[src/sv/ansi_sgr_color_decoder_defines.svh]
// Assertion macros for the RTL files that check their own logic.
`ifndef ANSI_SGR_COLOR_DECODER_DEFINES_SVH
`define ANSI_SGR_COLOR_DECODER_DEFINES_SVH

// Same-cycle implication, sampled on clk and masked during reset.
`define ASGR_ASSERT_NOW(label, ante, cons, msg) \
  label: assert property (@(posedge clk) disable iff (!rst_n) (ante) |-> (cons)) \
    else $error(msg);

// Next-cycle implication, sampled on clk and masked during reset.
`define ASGR_ASSERT_NEXT(label, ante, cons, msg) \
  label: assert property (@(posedge clk) disable iff (!rst_n) (ante) |=> (cons)) \
    else $error(msg);

`endif

[src/sv/asgr_pkg.sv]
package asgr_pkg;

  localparam int DATA_W     = 8;
  localparam int FG_W       = 4;
  localparam int COLOR_W    = 3;
  localparam int CFG_IDX_W  = 1;
  localparam int CFG_DATA_W = 1;

  // Configuration register indexes.
  localparam logic [CFG_IDX_W-1:0] CFG_DARK_ONLY   = 1'b0;
  localparam logic [CFG_IDX_W-1:0] CFG_SHOW_HIDDEN = 1'b1;

  // Byte codes that steer the parser.
  localparam logic [DATA_W-1:0] ESC_BYTE   = 8'h1B;
  localparam logic [DATA_W-1:0] LBRKT_BYTE = 8'h5B;
  localparam logic [DATA_W-1:0] M_BYTE     = 8'h6D;
  localparam logic [DATA_W-1:0] ZERO_BYTE  = 8'h30;
  localparam logic [DATA_W-1:0] NINE_BYTE  = 8'h39;

  // SGR parameter values.
  localparam logic [DATA_W-1:0] SGR_RESET   = 8'd0;
  localparam logic [DATA_W-1:0] SGR_BOLD    = 8'd1;
  localparam logic [DATA_W-1:0] SGR_FG_LO   = 8'd30;
  localparam logic [DATA_W-1:0] SGR_FG_HI   = 8'd37;
  localparam logic [DATA_W-1:0] SGR_BG_LO   = 8'd40;
  localparam logic [DATA_W-1:0] SGR_BG_HI   = 8'd47;
  localparam logic [DATA_W-1:0] PARAM_SAT   = 8'd255;

  // Default colors after a line start or an SGR reset.
  localparam logic [COLOR_W-1:0] FORE_DEFAULT = 3'd7;
  localparam logic [COLOR_W-1:0] BACK_DEFAULT = 3'd0;

  typedef enum logic [1:0] {
    MODE_TEXT  = 2'd0,
    MODE_ESC   = 2'd1,
    MODE_PARAM = 2'd2,
    MODE_SKIP  = 2'd3
  } parse_mode_t;

endpackage

[src/sv/asgr_channels.sv]
interface asgr_in_if;
  import asgr_pkg::*;

  logic              valid;
  logic              ready;
  logic [DATA_W-1:0] data_byte;
  logic              line_start;

  modport source (output valid, output data_byte, output line_start, input ready);
  modport sink   (input valid, input data_byte, input line_start, output ready);
endinterface

interface asgr_out_if;
  import asgr_pkg::*;

  logic               valid;
  logic               ready;
  logic [DATA_W-1:0]  char_byte;
  logic [FG_W-1:0]    fg_index;
  logic [COLOR_W-1:0] bg_index;
  logic               hidden_invert;

  modport source (output valid, output char_byte, output fg_index, output bg_index,
                  output hidden_invert, input ready);
  modport sink   (input valid, input char_byte, input fg_index, input bg_index,
                  input hidden_invert, output ready);
endinterface

[src/sv/ansi_sgr_color_decoder.sv]
// ANSI SGR color decoder. Text bytes arrive one per beat on in_ch, each with a
// line_start flag that returns the colors to foreground 7, background 0, bold
// off and drops any escape sequence in progress. Non-ESC text-mode bytes leave on
// out_ch with their foreground palette index (bold adds 8 unless dark_only is
// set), background index and a hidden-text flag that is raised when
// show_hidden is set and both indexes match. ESC '[' opens a parameter list of
// decimal numbers (saturating at 255) split by any non-digit byte and closed
// by 'm'; 0 resets, 1 sets bold, 30-37 and 40-47 pick the foreground and
// background. ESC followed by any other byte swallows input through the next
// 'm'. Escape bytes produce no output beat. The block accepts one byte per
// clock for as long as the result side keeps up; a byte that produces a
// result passes the input register and then the result register. The color
// and parser state update between those two registers is combinational and
// is what sets the one-byte-per-clock figure. A byte that produces nothing
// is retired even while the result register is stalled. The configuration
// registers are meant to be written only while the block is idle.
module ansi_sgr_color_decoder (
  input  logic                             clk,
  input  logic                             rst_n,
  asgr_in_if.sink                          in_ch,
  asgr_out_if.source                       out_ch,
  input  logic                             cfg_we,
  input  logic [asgr_pkg::CFG_IDX_W-1:0]   cfg_index,
  input  logic [asgr_pkg::CFG_DATA_W-1:0]  cfg_wdata
);
  import asgr_pkg::*;

`include "ansi_sgr_color_decoder_defines.svh"

  // Configuration registers.
  logic dark_only_r;
  logic show_hidden_r;

  // Input register: holds one accepted byte until it is decoded.
  logic              s1_valid_r;
  logic [DATA_W-1:0] s1_byte_r;
  logic              s1_line_start_r;

  // Parser and color state.
  parse_mode_t        mode_r,       mode_nxt;
  logic [COLOR_W-1:0] fore_r,       fore_nxt;
  logic [COLOR_W-1:0] back_r,       back_nxt;
  logic               bold_r,       bold_nxt;
  logic [DATA_W-1:0]  param_r,      param_nxt;
  logic               param_seen_r, param_seen_nxt;

  // Result register.
  logic               out_valid_r;
  logic [DATA_W-1:0]  out_char_r;
  logic [FG_W-1:0]    out_fg_r;
  logic [COLOR_W-1:0] out_bg_r;
  logic               out_hidden_r;

  // State as seen by the byte in the input register, after a line start.
  parse_mode_t        eff_mode;
  logic [COLOR_W-1:0] eff_fore;
  logic [COLOR_W-1:0] eff_back;
  logic               eff_bold;
  logic [DATA_W-1:0]  eff_param;
  logic               eff_param_seen;

  logic                s1_is_digit;
  logic [DATA_W+3:0]   param_acc;
  logic                s1_emits;
  logic                s1_fire;
  logic                s1_advance;
  logic [FG_W-1:0]     fg_calc;
  logic                hidden_calc;

  always_ff @(posedge clk) begin
    if (!rst_n) begin
      dark_only_r   <= 1'b0;
      show_hidden_r <= 1'b0;
    end else if (cfg_we) begin
      unique case (cfg_index)
        CFG_DARK_ONLY:   dark_only_r   <= cfg_wdata[0];
        CFG_SHOW_HIDDEN: show_hidden_r <= cfg_wdata[0];
        default: ;
      endcase
    end
  end

  always_comb begin
    if (s1_line_start_r) begin
      eff_mode       = MODE_TEXT;
      eff_fore       = FORE_DEFAULT;
      eff_back       = BACK_DEFAULT;
      eff_bold       = 1'b0;
      eff_param      = '0;
      eff_param_seen = 1'b0;
    end else begin
      eff_mode       = mode_r;
      eff_fore       = fore_r;
      eff_back       = back_r;
      eff_bold       = bold_r;
      eff_param      = param_r;
      eff_param_seen = param_seen_r;
    end
  end

  assign s1_is_digit = (s1_byte_r >= ZERO_BYTE) && (s1_byte_r <= NINE_BYTE);

  // param * 10 + digit, as two shifted adds; the digit value is the low nibble.
  assign param_acc = {1'b0, eff_param, 3'b000} + {3'b000, eff_param, 1'b0}
                   + {8'h00, s1_byte_r[3:0]};

  always_comb begin
    mode_nxt       = eff_mode;
    fore_nxt       = eff_fore;
    back_nxt       = eff_back;
    bold_nxt       = eff_bold;
    param_nxt      = eff_param;
    param_seen_nxt = eff_param_seen;
    s1_emits       = 1'b0;
    unique case (eff_mode)
      MODE_TEXT: begin
        if (s1_byte_r == ESC_BYTE) begin
          mode_nxt = MODE_ESC;
        end else begin
          s1_emits = 1'b1;
        end
      end
      MODE_ESC: begin
        if (s1_byte_r == LBRKT_BYTE) begin
          mode_nxt       = MODE_PARAM;
          param_nxt      = '0;
          param_seen_nxt = 1'b0;
        end else begin
          mode_nxt = MODE_SKIP;
        end
      end
      MODE_PARAM: begin
        if (s1_is_digit) begin
          param_nxt      = (param_acc > {4'h0, PARAM_SAT}) ? PARAM_SAT
                                                           : param_acc[DATA_W-1:0];
          param_seen_nxt = 1'b1;
        end else begin
          // A non-digit closes the current parameter; apply it if it had digits.
          if (eff_param_seen) begin
            if (eff_param == SGR_RESET) begin
              fore_nxt = FORE_DEFAULT;
              back_nxt = BACK_DEFAULT;
              bold_nxt = 1'b0;
            end else begin
              if (eff_param == SGR_BOLD) begin
                bold_nxt = 1'b1;
              end
              if (eff_param >= SGR_FG_LO && eff_param <= SGR_FG_HI) begin
                fore_nxt = COLOR_W'(eff_param - SGR_FG_LO);
              end else if (eff_param >= SGR_BG_LO && eff_param <= SGR_BG_HI) begin
                back_nxt = COLOR_W'(eff_param - SGR_BG_LO);
              end
            end
          end
          param_nxt      = '0;
          param_seen_nxt = 1'b0;
          if (s1_byte_r == M_BYTE) begin
            mode_nxt = MODE_TEXT;
          end
        end
      end
      MODE_SKIP: begin
        if (s1_byte_r == M_BYTE) begin
          mode_nxt = MODE_TEXT;
        end
      end
      default: ;
    endcase
  end

  assign fg_calc     = {eff_bold & ~dark_only_r, eff_fore};
  assign hidden_calc = show_hidden_r && (fg_calc == {1'b0, eff_back});

  // A byte with no result retires at once; one with a result needs room in
  // the result register.
  assign s1_advance   = !s1_emits || !out_valid_r || out_ch.ready;
  assign s1_fire      = s1_valid_r && s1_advance;
  assign in_ch.ready  = !s1_valid_r || s1_advance;

  always_ff @(posedge clk) begin
    if (!rst_n) begin
      s1_valid_r <= 1'b0;
    end else if (in_ch.ready) begin
      s1_valid_r <= in_ch.valid;
    end
  end

  always_ff @(posedge clk) begin
    if (in_ch.ready && in_ch.valid) begin
      s1_byte_r       <= in_ch.data_byte;
      s1_line_start_r <= in_ch.line_start;
    end
  end

  always_ff @(posedge clk) begin
    if (!rst_n) begin
      mode_r       <= MODE_TEXT;
      fore_r       <= FORE_DEFAULT;
      back_r       <= BACK_DEFAULT;
      bold_r       <= 1'b0;
      param_r      <= '0;
      param_seen_r <= 1'b0;
    end else if (s1_fire) begin
      mode_r       <= mode_nxt;
      fore_r       <= fore_nxt;
      back_r       <= back_nxt;
      bold_r       <= bold_nxt;
      param_r      <= param_nxt;
      param_seen_r <= param_seen_nxt;
    end
  end

  always_ff @(posedge clk) begin
    if (!rst_n) begin
      out_valid_r <= 1'b0;
    end else if (s1_fire && s1_emits) begin
      out_valid_r <= 1'b1;
    end else if (out_ch.ready) begin
      out_valid_r <= 1'b0;
    end
  end

  always_ff @(posedge clk) begin
    if (s1_fire && s1_emits) begin
      out_char_r   <= s1_byte_r;
      out_fg_r     <= fg_calc;
      out_bg_r     <= eff_back;
      out_hidden_r <= hidden_calc;
    end
  end

  assign out_ch.valid         = out_valid_r;
  assign out_ch.char_byte     = out_char_r;
  assign out_ch.fg_index      = out_fg_r;
  assign out_ch.bg_index      = out_bg_r;
  assign out_ch.hidden_invert = out_hidden_r;

  // A bright foreground can never match a background index.
  `ASGR_ASSERT_NOW(a_bright_not_hidden, out_valid_r && out_fg_r[FG_W-1], !out_hidden_r,
                   "hidden flag raised on a bright foreground")
  // Back-pressure toward the source only comes from a held byte.
  `ASGR_ASSERT_NOW(a_stall_needs_byte, !in_ch.ready, s1_valid_r && s1_emits && out_valid_r,
                   "input stalled without a pending result")
  // ESC in text mode always moves the parser to the escape state.
  `ASGR_ASSERT_NEXT(a_esc_enters_escape,
                    s1_fire && eff_mode == MODE_TEXT && s1_byte_r == ESC_BYTE,
                    mode_r == MODE_ESC, "ESC in text did not open an escape")

endmodule

[src/flat_wrapper.sv]
// flat-port wrapper written by rule: the top's interface ports become plain ports
module ansi_sgr_color_decoder_flat import asgr_pkg::*;
  (clk, rst_n, cfg_we, cfg_index, cfg_wdata, in_ch_valid, in_ch_data_byte, in_ch_line_start, in_ch_ready, out_ch_valid, out_ch_char_byte, out_ch_fg_index, out_ch_bg_index, out_ch_hidden_invert, out_ch_ready);
  asgr_in_if in_ch_i ();
  asgr_out_if out_ch_i ();
  input  logic clk;
  input  logic rst_n;
  input  logic cfg_we;
  input  logic [asgr_pkg::CFG_IDX_W-1:0] cfg_index;
  input  logic [asgr_pkg::CFG_DATA_W-1:0] cfg_wdata;
  input wire logic [$bits(in_ch_i.valid)-1:0] in_ch_valid;
  input wire logic [$bits(in_ch_i.data_byte)-1:0] in_ch_data_byte;
  input wire logic [$bits(in_ch_i.line_start)-1:0] in_ch_line_start;
  output wire logic [$bits(in_ch_i.ready)-1:0] in_ch_ready;
  output wire logic [$bits(out_ch_i.valid)-1:0] out_ch_valid;
  output wire logic [$bits(out_ch_i.char_byte)-1:0] out_ch_char_byte;
  output wire logic [$bits(out_ch_i.fg_index)-1:0] out_ch_fg_index;
  output wire logic [$bits(out_ch_i.bg_index)-1:0] out_ch_bg_index;
  output wire logic [$bits(out_ch_i.hidden_invert)-1:0] out_ch_hidden_invert;
  input wire logic [$bits(out_ch_i.ready)-1:0] out_ch_ready;
  assign in_ch_i.valid = in_ch_valid;
  assign in_ch_i.data_byte = in_ch_data_byte;
  assign in_ch_i.line_start = in_ch_line_start;
  assign in_ch_ready = in_ch_i.ready;
  assign out_ch_valid = out_ch_i.valid;
  assign out_ch_char_byte = out_ch_i.char_byte;
  assign out_ch_fg_index = out_ch_i.fg_index;
  assign out_ch_bg_index = out_ch_i.bg_index;
  assign out_ch_hidden_invert = out_ch_i.hidden_invert;
  assign out_ch_i.ready = out_ch_ready;
  ansi_sgr_color_decoder u_core (.clk(clk), .rst_n(rst_n), .in_ch(in_ch_i), .out_ch(out_ch_i), .cfg_we(cfg_we), .cfg_index(cfg_index), .cfg_wdata(cfg_wdata));
endmodule
[config.mk]
export PLATFORM = sky130hd
export DESIGN_NAME = ansi_sgr_color_decoder_flat
export DESIGN_NICKNAME = d
export VERILOG_FILES = /design/src/sv/asgr_pkg.sv /design/src/sv/asgr_channels.sv /design/src/sv/ansi_sgr_color_decoder.sv /design/src/flat_wrapper.sv
export VERILOG_INCLUDE_DIRS = /design/src /design/src/sv
export SDC_FILE = /design/constraint.sdc
export NUM_CORES = 1
export LEC_CHECK = 0
export BUFFER_PORTS_ARGS = -buffer_cell sky130_fd_sc_hd__buf_2
export CAP_MARGIN = 20
export CORE_MARGIN = 2
export CORE_UTILIZATION = 57
export CTS_CLUSTER_SIZE = 8
export DETAILED_ROUTE_END_ITERATION = 8
export HOLD_SLACK_MARGIN = 0.03
export PLACE_DENSITY = 0.79
export SYNTH_ARGS = -nofsm -noshare
export SYNTH_HDL_FRONTEND = slang
export SYNTH_SLANG_ARGS = --single-unit
export TNS_END_PERCENT = 100
[constraint.sdc]
create_clock -name clk -period 3.2 [get_ports clk]
set_input_delay 0.48 -clock clk [delete_from_list [all_inputs] [get_ports clk]]
set_output_delay 0.48 -clock clk [all_outputs]
set_load 0.02 [all_outputs]
### Word-level counts from Yosys, hierarchy flattened

Index checks and enable logic that the tools add are counted.
Widths: inputs -> output; s select.

| cells by class | value |
|---|---|
| reduce and logical (&&, ||, !) cells | 18 |
| $lt $le $gt $ge | 7 |
| div/mod/pow operators | 0 |
| eq/ne operators | 8 |
| bitwise logic cells | 3 |
| $add $sub $neg | 4 |
| multiply operators | 0 |
| mux-type cells | 38 |
| shifts and indexed selects | 0 |

Operators by type and width:

| operator | count |
|---|---|
| $mux 3 | 13 |
| $mux 8 | 4 |
| $le 8x6->1 const B | 3 |
| $eq 8x7->1 const B | 2 |
| $ge 8x6->1 const B | 2 |
| $pmux 8 s2 | 1 |
| $mux 1 | 14 |
| $add 11x9->12 | 1 |
| $add 12x4->12 | 1 |
| $gt 12x8->1 const B | 1 |
| $eq 8x1->1 const B | 1 |
| $eq 8x5->1 const B | 1 |
| $ge 8x5->1 const B | 1 |
| $logic_not 8->1 | 1 |
| $mux 2 | 4 |
| $pmux 2 s4 | 1 |
| $logic_and 1x1->1 | 7 |
| $eq 2x2->1 const B | 2 |
| $eq 4x3->1 | 1 |
| $reduce_and 2->1 | 2 |
| $logic_not 1->1 | 3 |
| $logic_or 1x1->1 | 3 |
| $sub 3x1->3 const B | 1 |
| $sub 3x3->3 const B | 1 |
| 6 further kinds | 7 |

| storage, ports and cells | value |
|---|---|
| bits in registers | 47 |
| bits in read-only memories | 0 |
| bits in latches | 0 |
| memory bits (writable) | 0 |
| memories | 0 |
| input bits | 16 |
| word-level logic and storage cells | 94 |

### Longest topological paths before layout

| logic depth | value |
|---|---|
| depth in word-level cells | 9 |
| gate-level depth with buffers | 12 |
| gate-level depth less buffers | 11 |

### Worst setup path before layout

OpenSTA, ideal clock, no wires.

| path | value |
|---|---|
| path kind | register -> register |
| start point | register u_core.s1_line_start_r |
| end point | register u_core.param_r[0] |
| setup slack | 285 ps |
| clock period less this slack | 2915 ps |
| cell stages (with the launch flop) | 12 |
| arrival time | 2774 ps |
| buffers on the path | 2 |
| library setup time | 142 ps |
| path through | edfxtp_1 > buf_2 > clkbuf_1 > nor2_1 > ha_1 > ha_1 > a211oi_1 > o21bai_1 > o21ai_0 > mux2_2 > nor4_4 > a221oi_1 |

| between the ends | value |
|---|---|
| longest elaborated chain between the ends | 7 |

Ends and longest elaborated chain:

| what | RTL line | source |
|---|---|---|
| from (decl) | ansi_sgr_color_decoder.sv:37 | `logic s1_line_start_r;` |
| from (signal assigned) | ansi_sgr_color_decoder.sv:191 | `s1_line_start_r <= in_ch.line_start;` |
| $mux 8 or $mux 2 (tied branches) | ansi_sgr_color_decoder.sv:84 | `if (s1_line_start_r) begin` |
| $add 11x9->12 or $logic_not 2->1 (tied branches) | ansi_sgr_color_decoder.sv:104, ansi_sgr_color_decoder.sv:115 |  |
| $add 12x4->12 or $mux 1 (tied branches) | ansi_sgr_color_decoder.sv:105, ansi_sgr_color_decoder.sv:115 |  |
| $gt 12x8->1 or $logic_not 1->1 (tied branches) | ansi_sgr_color_decoder.sv:134, ansi_sgr_color_decoder.sv:176 |  |
| $mux 8 or $logic_or 1x1->1 (tied branches) | ansi_sgr_color_decoder.sv:134, ansi_sgr_color_decoder.sv:176 |  |
| $mux 8 or $logic_or 1x1->1 (tied branches) | ansi_sgr_color_decoder.sv:133, ansi_sgr_color_decoder.sv:176 |  |
| $pmux 8 s2 or $logic_and 1x1->1 (tied branches) | ansi_sgr_color_decoder.sv:115, ansi_sgr_color_decoder.sv:177 |  |
| to (signal assigned) | ansi_sgr_color_decoder.sv:208 | `param_r <= param_nxt;` |
| to (decl) | ansi_sgr_color_decoder.sv:44 | `logic [DATA_W-1:0] param_r, param_nxt;` |

Several ways; a longest one is shown, not always the timed one.
A chain may end at the register's enable or synchronous reset.

### Final worst setup path

Ends and elaborated chain as after synthesis.

==> metrics.md <==
| Metric | Value |
|---|---|
| Status | `completed` |
| FMAX | `0.331 GHz` |
| Hold Path Depth | `1` |
| Register share of total power | `54.6%` |
| Finished Layout Cells | `356` |
| Initial antenna violation count | `0` |
| Cts hold-fix bufs | `0` |
| Fill count | `360` |
| Setup Viol. Count Final | `0` |
| Setup crit end kind | `flip-flop` |
| Seq/Total Area, Yosys | `45.3%` |
| Startpoint types | `flip-flop` |
| Die ar. | `0.00517 sq mm` |
| Routed WL | `5640 um` |
| Area delta synth->final | `15.5%` |
| Crit Path Category | `reg -> reg` |
| Initial drt markers | `110` |
| Reg2reg setup slack | `0.18 ns` |
| Syn avg cell area | `10.3 sq um` |
| Core footprint | `0.00441 sq mm` |
| Largest net degree at the start of global routing | `19` |
| Internal cell power | `0.955 mW` |
| Num rows | `24` |
| Final nets | `341` |
| Post-synth cell types | `53` |
| Static Leakage | `1.31 nW` |
| Via density | `5.94` |
| ANT nets after route | `0` |
| CTS tree | `built` |
| Sw Pwr | `0.293 mW` |
| First-pass GRT wire length | `9380 um` |
| GRT overflow | `0` |
| Cell count after synthesis | `256` |
| Maximum root-to-sink buffer count | `2` |
| Setup Skew | `0.00724 ns` |
| Sw frac | `23.5%` |
| Number of cells on the worst reg-to-reg path | `11` |
| Register bit total from synthesis | `47` |
| Post-synth EDFFs | `25` |
| RSZ-0062 raised after global routing | `false` |
| Critical path's slowest cell | `edfxtp_1` |
| Chip width | `71.9 um` |
| Fraction of registers with async set or reset after synthesis | `0%` |
| Final clock period utilization by the worst path | `94.3%` |
| Fin crit period | `3.02 ns` |
| WP data required | `3.40 ns` |
| Fin. Hold Viols | `0` |
| Worst skew pair latency | `0.30 ns` |
| Worst hold path type | `in -> reg` |
| Placer congestion estimate | `0.872` |
| Placed cell area | `0.00290 sq mm` |
| Critical-path cell list | `nor2_2 -> ha_1 -> ha_1 -> fa_1 -> a21o_1 -> o21ai_1 -> a32oi_1 -> xnor2_1 -> nor4_4 -> buf_4 -> a221oi_1` |
| Placed insts | `345` |
| R2R Path End | `u_core.param_r[0]` |
| Worst-Margin Slew | `0.677 ns` |
| Layout cells sized above 1 | `22.7%` |
| Net count after synthesis | `294` |
| Power per cell area | `411 mW/mm^2` |
| Wire per inst | `15.8 um` |
| Clk sink count | `47` |
| Yosys warns | `0` |
| Root buf cell | `clkbuf_8` |
| CTS buffer count | `5` |
| VDD IR-drop max | `0.204 mV` |
| Ports | `34` |
| Worst R2R Start | `u_core.s1_line_start_r` |
| Vias in the first global route | `2023` |
| Setup slack after placement | `0.188 ns` |
| Ant. Diodes | `0` |
| Max Cap Viol | `0` |
| Die Height | `71.9 um` |
| PortBufs | `33` |
| Synth Flop Type | `edfxtp_1` |
| Mapped Area | `0.00263 sq mm` |
| Crit path DAT | `3.22 ns` |
| Aggregate global-route resource usage | `23.4%` |
| Worst Setup Slack, final | `0.183 ns` |
| DPL Wire Length | `4380 um` |
| Residual DRC | `0` |
| WHS Endpoint | `u_core.s1_line_start_r` |
| Max-slew headroom | `54.3%` |
| Post-route cell area | `0.00304 sq mm` |
| CP most frequent cell | `ha_1` |
| Final Util | `68.8%` |
| 1st-pass router iterations | `4` |
| CTS H-tree lvls | `2` |
| Maximum fanout along the worst path | `8` |
| Hold Path Origin | `in_ch_line_start` |
| Gate power share | `11.7%` |
| Vias | `2116` |
| Initial Util | `59.6%` |
| Fin Setup TNS | `0 ns` |
| Max-slew violations | `0` |
| Slowest cell delay on critical path | `0.50 ns` |
| Clock slew at reported path FFs | `0.08 ns` |
| Clock Power Share | `33.8%` |
==> state kept, by name, indices dropped and copies added, names as in the netlist <==
register                     flops
u_core.show_hidden_r             1
u_core.s1_byte_r                 8
u_core.out_ch.valid              1
u_core.param_seen_r              1
u_core.s1_valid_r                1
u_core.param_r                   8
u_core.out_ch.hidden_invert      1
u_core.s1_line_start_r           1
u_core.out_ch.bg_index           3
u_core.out_ch.char_byte          8
u_core.fore_r                    3
u_core.bold_r                    1
u_core.back_r                    3
u_core.out_ch.fg_index           4
u_core.mode_r                    2
u_core.dark_only_r               1
==> cell usage after synthesis (all sizes together) (3+ instances only) <==
library cell,number,area (sq um)
nand2,17,63.8
a32oi,4,35.0
ha,21,263
inv,12,45.0
o221ai,3,26.3
nor3,3,25.0
dfxtp,22,440
buf,3,21.3
or2,3,18.8
edfxtp,25,751
xor2,4,35.0
a21o,7,56.3
xnor2,7,61.3
clkbuf,3,11.3
nor4,4,40.0
a31oi,5,31.3
and3,4,25.0
a211oi,4,35.0
o21ai,18,93.8
nand3,6,30.0
nor2b,11,68.8
a21oi,22,110
nor2,17,66.3
o22ai,3,18.8
nand2b,4,25.0
o211a,4,40.0
==> cells in the final DEF, fill, tap and decap left out, types with 3 or more instances in the layout <==
cell type	count
buf_2	33
edfxtp_1	25
a21oi_1	22
dfxtp_1	22
ha_1	21
nand2_1	17
nor2_1	15
buf_4	13
inv_1	12
o21ai_0	12
nor2b_1	10
xnor2_1	7
nand3_1	6
o21ai_1	5
a31oi_1	5
clkbuf_8	5
and3_1	4
a21o_1	4
xor2_1	4
o211a_1	4
a32oi_1	4
nand2b_1	4
or2_2	3
nor4_1	3
a211oi_1	3
a21o_2	3
o221ai_1	3
o22ai_1	3
==> per-stage QoR <==
| stage | hold slack [ns] | total power, mW |
|---|---|---|
| finish | 0.348 | 1.25 |
| global route | 0.339 | 1.29 |
| CTS | 0.350 | 1.25 |
| detailed placement | 0.461 | 0.837 |
| global placement | 0.453 | 0.832 |
| floorplan | 0.437 | 0.785 |
==> layer usage <==
metal / vias to the layer above / GRT usage [%] / routed length (um)
met5: - / 0 / 0
li1: 1047 / - / -
met3: 10 / 4.31 / 226
met4: 0 / 6.71 / 83
met2: 58 / 39.0 / 2730
met1: 1001 / 31.4 / 2590
==> kinds of logic (layout without fill, tap and decap cells) <==
logic type	Yosys count	after routing	synth area share, %
xor+xnor	11	11	3.66
fa+ha+maj	22	22	10.8
simple gates	76	76	16.4
flops	47	47	45.3
compound gates	80	80	20.2
buf+inv	18	66	2.95
mux	2	2	0.809
==> worst max-delay path by stage <==
stage	start	to	cells past startpoint
detailed placement	u_core.s1_line_start_r	u_core.param_r[0]	11
finish	u_core.s1_line_start_r	u_core.param_r[0]	11
CTS	u_core.s1_line_start_r	u_core.param_r[0]	11
global route	u_core.s1_line_start_r	u_core.param_r[7]	11
floorplan	u_core.s1_line_start_r	u_core.param_r[0]	11
global placement	u_core.s1_line_start_r	u_core.param_r[0]	11
==> power groups by stage <==
stage | logic, mW | clock network [mW] | registers (mW)
floorplan | 0.0851 | 0 | 0.700
global placement | 0.139 | 0 | 0.693
detailed placement | 0.142 | 0 | 0.695
CTS | 0.142 | 0.423 | 0.681
global route | 0.162 | 0.445 | 0.684
finish | 0.146 | 0.421 | 0.681
==> worst max-delay path, delay by kind of cell, from the launching register on <==
kind	cells	cell delay [ns]
and+or+nand+nor	2	0.29
AOI/OAI and AO/OA	4	0.79
buffers and inverters	1	0.17
xor gates and xnor gates	1	0.25
adders and majority gates	3	0.92
DFF	1	0.50
==> cell type report <==
class	instances	area, sq um	area share [%]
clock inverters	1	30.0	0.989
multi-input cells	191	1370	45.0
well taps	52	65.1	2.14
inverters	12	45.0	1.48
clock buffers	7	76.3	2.51
flip-flops and latches	47	1190	39.2
repair buffers	46	263	8.65
==> what timing repair did <==
item	4_1_cts	5_1_grt
setup buffers	0	3
endpoints found under the setup margin	0	8
gates resized for setup	0	2
(Power assumes the default switching activity.)
